[config.mk]
export PLATFORM = sky130hd
export DESIGN_NAME = eavr_cordic
export DESIGN_NICKNAME = d
export VERILOG_FILES = /design/src/design/euler_angle_vector_rotation_assert.svh /design/src/design/eavr_pkg.sv /design/src/design/eavr_cordic.sv
export SDC_FILE = /design/constraint.sdc
export NUM_CORES = 2
export LEC_CHECK = 0
export BUFFER_PORTS_ARGS = -buffer_cell sky130_fd_sc_hd__buf_4
export CELL_PAD_IN_SITES_DETAIL_PLACEMENT = 0
export CELL_PAD_IN_SITES_GLOBAL_PLACEMENT = 2
export CORE_ASPECT_RATIO = 0.6
export CORE_MARGIN = 2
export CORE_UTILIZATION = 43
export CTS_BUF_LIST = sky130_fd_sc_hd__clkbuf_4 sky130_fd_sc_hd__clkbuf_8 sky130_fd_sc_hd__clkbuf_16
export CTS_CLUSTER_SIZE = 25
export DETAILED_ROUTE_END_ITERATION = 8
export HOLD_SLACK_MARGIN = 0.02
export PLACE_DENSITY = 0.88
export SYNTH_ARGS = -nofsm -noshare
export SYNTH_HDL_FRONTEND = slang
export SYNTH_SLANG_ARGS = --single-unit
[constraint.sdc]
create_clock -name clk -period 6 [get_ports clk]
set_clock_uncertainty 0.1 [all_clocks]
set_input_delay 1.2 -clock clk [delete_from_list [all_inputs] [get_ports clk]]
set_output_delay 1.2 -clock clk [all_outputs]
set_load 0.01 [all_outputs]
[src/design/euler_angle_vector_rotation_assert.svh]
// ----------------------------------------------------------------------------
// Euler rotation assertion macros
// Shared concurrent assertion forms, clocked and reset-qualified.
// ----------------------------------------------------------------------------
`ifndef EULER_ANGLE_VECTOR_ROTATION_ASSERT_SVH
`define EULER_ANGLE_VECTOR_ROTATION_ASSERT_SVH

// same-cycle implication
`define EAVR_ASSERT_IMPL(label, clk, rst_n, ante, cons) \
    label: assert property (@(posedge clk) disable iff (!rst_n) (ante) |-> (cons)) \
        else $error("eavr: implication check failed");

// next-cycle implication
`define EAVR_ASSERT_NEXT(label, clk, rst_n, ante, cons) \
    label: assert property (@(posedge clk) disable iff (!rst_n) (ante) |=> (cons)) \
        else $error("eavr: next-cycle check failed");

`endif

[src/design/eavr_pkg.sv]
// ----------------------------------------------------------------------------
// Euler rotation package
// Widths, CORDIC constants and the arctangent table.
// ----------------------------------------------------------------------------
package eavr_pkg;

    localparam int ANGLE_WIDTH  = 16;
    localparam int VECTOR_WIDTH = 16;
    localparam int CORDIC_STEPS = 16;
    localparam int CORDIC_W     = 34;   // CORDIC x/y/z datapath
    localparam int TRIG_W       = 22;   // Q1.20 with room for +1.0
    localparam int ENTRY_W      = 16;   // Q2.14 matrix entry
    localparam int M_ONE        = 16384;

    localparam logic signed [CORDIC_W-1:0] CORDIC_X0 = 34'sd652032874;

    localparam logic signed [CORDIC_W-1:0] ATAN_TAB [CORDIC_STEPS] = '{
        34'sd536870912, 34'sd316933406, 34'sd167458907, 34'sd85004756,
        34'sd42667331,  34'sd21354465,  34'sd10679838,  34'sd5340245,
        34'sd2670163,   34'sd1335087,   34'sd667544,    34'sd333772,
        34'sd166886,    34'sd83443,     34'sd41722,     34'sd20861
    };

endpackage

[src/design/eavr_cordic.sv]
// ----------------------------------------------------------------------------
// Pipelined CORDIC sine/cosine
// One iteration per stage between an input register and a Q1.20 output register.
// ----------------------------------------------------------------------------
module eavr_cordic #(
    parameter int ANGLE_WIDTH = eavr_pkg::ANGLE_WIDTH
) (
    input  logic                                clk,
    input  logic                                en,
    input  logic        [ANGLE_WIDTH-1:0]       angle,
    output logic signed [eavr_pkg::TRIG_W-1:0]  sin_val,
    output logic signed [eavr_pkg::TRIG_W-1:0]  cos_val
);
    localparam int N  = eavr_pkg::CORDIC_STEPS;
    localparam int XW = eavr_pkg::CORDIC_W;
    localparam int TW = eavr_pkg::TRIG_W;
    localparam logic signed [XW-1:0] T_ONE  = XW'(1) <<< 20;
    localparam logic signed [XW-1:0] T_MONE = -T_ONE;
    localparam logic signed [XW-1:0] HALF   = XW'(512);

    logic signed [XW-1:0] x_reg [0:N];
    logic signed [XW-1:0] y_reg [0:N];
    logic signed [XW-1:0] z_reg [0:N];
    logic                 flip_reg [0:N];
    logic signed [XW-1:0] x_next [0:N-1];
    logic signed [XW-1:0] y_next [0:N-1];
    logic signed [XW-1:0] z_next [0:N-1];

    // fold the angle into the right half plane
    logic [31:0] phase, wrapped, folded;
    always_comb
    begin
        phase   = {angle, {(32-ANGLE_WIDTH){1'b0}}};
        wrapped = phase + 32'h4000_0000;
        folded  = wrapped[31] ? (phase + 32'h8000_0000) : phase;
    end

    always_ff @(posedge clk)
    begin
        if (en)
        begin
            x_reg[0]    <= eavr_pkg::CORDIC_X0;
            y_reg[0]    <= '0;
            z_reg[0]    <= XW'($signed(folded));
            flip_reg[0] <= wrapped[31];
        end
    end

    // rotation stages
    for (genvar i = 0; i < N; i++)
    begin : g_stage
        always_comb
        begin
            if (!z_reg[i][XW-1])
            begin
                x_next[i] = x_reg[i] - (y_reg[i] >>> i);
                y_next[i] = y_reg[i] + (x_reg[i] >>> i);
                z_next[i] = z_reg[i] - eavr_pkg::ATAN_TAB[i];
            end
            else
            begin
                x_next[i] = x_reg[i] + (y_reg[i] >>> i);
                y_next[i] = y_reg[i] - (x_reg[i] >>> i);
                z_next[i] = z_reg[i] + eavr_pkg::ATAN_TAB[i];
            end
        end

        always_ff @(posedge clk)
        begin
            if (en)
            begin
                x_reg[i+1]    <= x_next[i];
                y_reg[i+1]    <= y_next[i];
                z_reg[i+1]    <= z_next[i];
                flip_reg[i+1] <= flip_reg[i];
            end
        end
    end

    // round to Q1.20, clamp, undo the fold
    logic signed [XW-1:0] xr, yr, xc, yc;
    logic signed [TW-1:0] cos_next, sin_next;
    always_comb
    begin
        xr = (x_reg[N] + HALF) >>> 10;
        yr = (y_reg[N] + HALF) >>> 10;
        xc = (xr > T_ONE) ? T_ONE : ((xr < T_MONE) ? T_MONE : xr);
        yc = (yr > T_ONE) ? T_ONE : ((yr < T_MONE) ? T_MONE : yr);
        cos_next = flip_reg[N] ? -xc[TW-1:0] : xc[TW-1:0];
        sin_next = flip_reg[N] ? -yc[TW-1:0] : yc[TW-1:0];
    end

    always_ff @(posedge clk)
    begin
        if (en)
        begin
            cos_val <= cos_next;
            sin_val <= sin_next;
        end
    end

endmodule

==> impl_metrics.toml <==
[synthesis]
synth_area_mm2 = 0.125
synthArstFlopShare_pct = 0
synth_fp_nets = 14500
synth_flop_cell = "edfxtp_1"
synthCells = 13100
synth_top_area_share_pct = 35.7
synth-edff-count = 1486
synthTopCellsByArea = "edfxtp_1 (36%), ha_1 (14%), xnor2_1 (8.5%), a21oi_1 (5.4%), xor2_1 (4.3%)"
yosys_warnings = 0
synth_cell_type_count = 97
synth_seq_area_share_pct = 35.7
synth.avg_cell_area_um2 = 9.54
ys_ff_latch = 1486
synth_top_cell_by_area = "edfxtp_1"

[cts]
post_cts.repair.setup_buffers = 0
worstSkewPairLatency_ns = 0.88
cts_root_buf = "clkbuf_16"
cts_buffers = 172
cts_tree = "done"
cts.path.max_buffers = 4
htree_levels = 4
clk_pin_slew_worst_paths_ns = 0.06
clock-sinks = 1486
cts-hold-fix-buffers = 0
post_cts_resized = 0

[critical_path]
cp.arrival_ns = 6.33
critPathSlowestCell = "nor3b_1"
start_kind = "flop"
cp.required_ns = 6.58
crit_family = "simple AND/OR/NAND/NOR gates"
end_kind = "flop"
critPathBufInv = 1
crit_fanout = 7
rrSetupSlack_ns = 0.26
slowest_delay_ns = 0.66
reg2reg_depth = 16
r2r-start = "x_reg[0][215]"
path_cells = "or3_1, nor3b_1, buf_4, a31oi_1, xnor2_1, ha_1, and4_1, nand2_1, nor2_1, o2111ai_1, a21o_1, nand2_1, a21oi_1, o21ai_0, nor4_1, a311oi_1"
reg2reg_to = "y_reg[0][271]"
path_common_cell = "nand2_1"
crit_type = "reg -> reg"

[global_route]
first_global_vias = 93400
grt_pass1_wl_um = 577000
globalRouteOverflowTotal = 0
grt_use_total_pct = 25.0
grt_max_degree = 175
antenna_found_initial = 24

[routing]
firstDrtPassIters = 6
ant_nets = 0
wl_um = 382000
drc = 0
vias_per_cell = 5.94
dr.first_iter.drc_count = 11400
wl_per_cell_um = 22.0
via_count = 103000

[worst_hold_path]
min-delay-path-class = "reg -> reg"
hold_start = "flip_reg[0][2]"
min_to = "flip_reg[0][3]"
holdPathStages = 0

[finish]
layout-area-overhead-vs-synth_pct = 9.49
layout_common_cells = "edfxtp_1 (1,486), ha_1 (1,378), a21oi_1 (1,345)"
drive_above_1_share_pct = 5.48
finalNetCount = 14800
final_common_cell = "edfxtp_1"
final_util_pct = 47.3
largest_register_ffs = 502

[floorplan]
core_mm2 = 0.289
dieHeight_um = 422
die_w_um = 700
dieArea_mm2 = 0.295
initial_core_util_pct = 43.2
rows = 153
ioPinCount = 62

[job]
cap_violations = 0

[timing]
finalHoldViolations = 0
layout_min_cycle_time_ns = 5.74
setup_viol = 0
worst_slew_pin_slew_ns = 1.17
slew_headroom_pct = 21.3
fmax_mhz = 174
rsz0062_at_grt = "false"
holdWs_ns = 0.315
fin_tns_setup_ns = 0
fin_crit_sh_pct = 95.7
drv_slew = 0

[placement]
port_buffers = 61
dp_hpwl_um = 305000
gp_congestion = 0.959

[run_status]
status = "completed"
kinds of logic after synthesis:
logic type,synth area share (%)
flip-flops,35.7
buffers and inverters,2.32
multiplexers,1.25
AND/OR/NAND/NOR,14.3
adder cells (fa/ha/maj),14.4
XOR/XNOR,12.7
AO/OA/AOI/OAI,19.3
layout make-up:
| cell class | instances | area [um2] |
|---|---|---|
| antenna | 3 | 7.51 |
| clock buffer | 199 | 4560 |
| clock inverter | 99 | 991 |
| fill | 27100 | 153000 |
| inverter | 564 | 2120 |
| multi-input combinational | 10800 | 77600 |
| sequential | 1486 | 44600 |
| tap | 3875 | 4850 |
| timing repair buffer | 264 | 2230 |
cell usage after synthesis (42+ instances only):
library cell  number
a211oi_1         136
a21boi_0          42
a21o_1           536
a21oi_1         1345
a31oi_1          175
and2_1            91
and3_1           125
clkbuf_1         161
edfxtp_1        1486
ha_1            1378
inv_1            561
mux2_2            60
mux2i_1           89
nand2_1          636
nand2b_1         187
nand3_1          250
nand4_1           97
nor2_1          1211
nor2b_1          181
nor3_1           399
nor4_1           111
o211ai_1          77
o21a_1           223
o21ai_0          641
o21bai_1         148
o31ai_1           54
or2_2             61
or3_1             77
xnor2_1         1208
xor2_1           609
per-stage QoR:
stage | setup slack [ns] | cell area (um2) | cells
after global routing | 0.0288 | 137000 | 17300
after global placement | 0.421 | 131000 | 17000
after detailed placement | 0.227 | 131000 | 17000
after floorplan | 1.01 | 125000 | 13100
after CTS | 0.208 | 137000 | 17300
final | 0.258 | 137000 | 17300
layer usage:
metal / track usage, % / vias up / wire length, um
met1: 44.5 / 49700 / 213000
met3: 5.75 / 305 / 38200
met2: 28.9 / 3729 / 126000
met5: 0 / - / 26
met4: 3.25 / 4 / 4440
li1: - / 49200 / -
worst max path at each step:
stage | startpoint | to | slack (ns) | cells past startpoint
floorplan | y_reg[0][215] | x_reg[0][271] | 1.01 | 17
global placement | x_reg[0][252] | y_reg[1][33] | 0.42 | 16
detailed placement | x_reg[0][252] | y_reg[1][29] | 0.23 | 16
CTS | x_reg[0][252] | y_reg[1][29] | 0.21 | 16
global route | x_reg[0][252] | y_reg[1][29] | 0.03 | 16
finish | x_reg[0][215] | y_reg[0][271] | 0.26 | 16
Power is left out: the tool's default activity adds up to more than one toggle a clock period on the data nets, which glitch-free logic cannot reach.
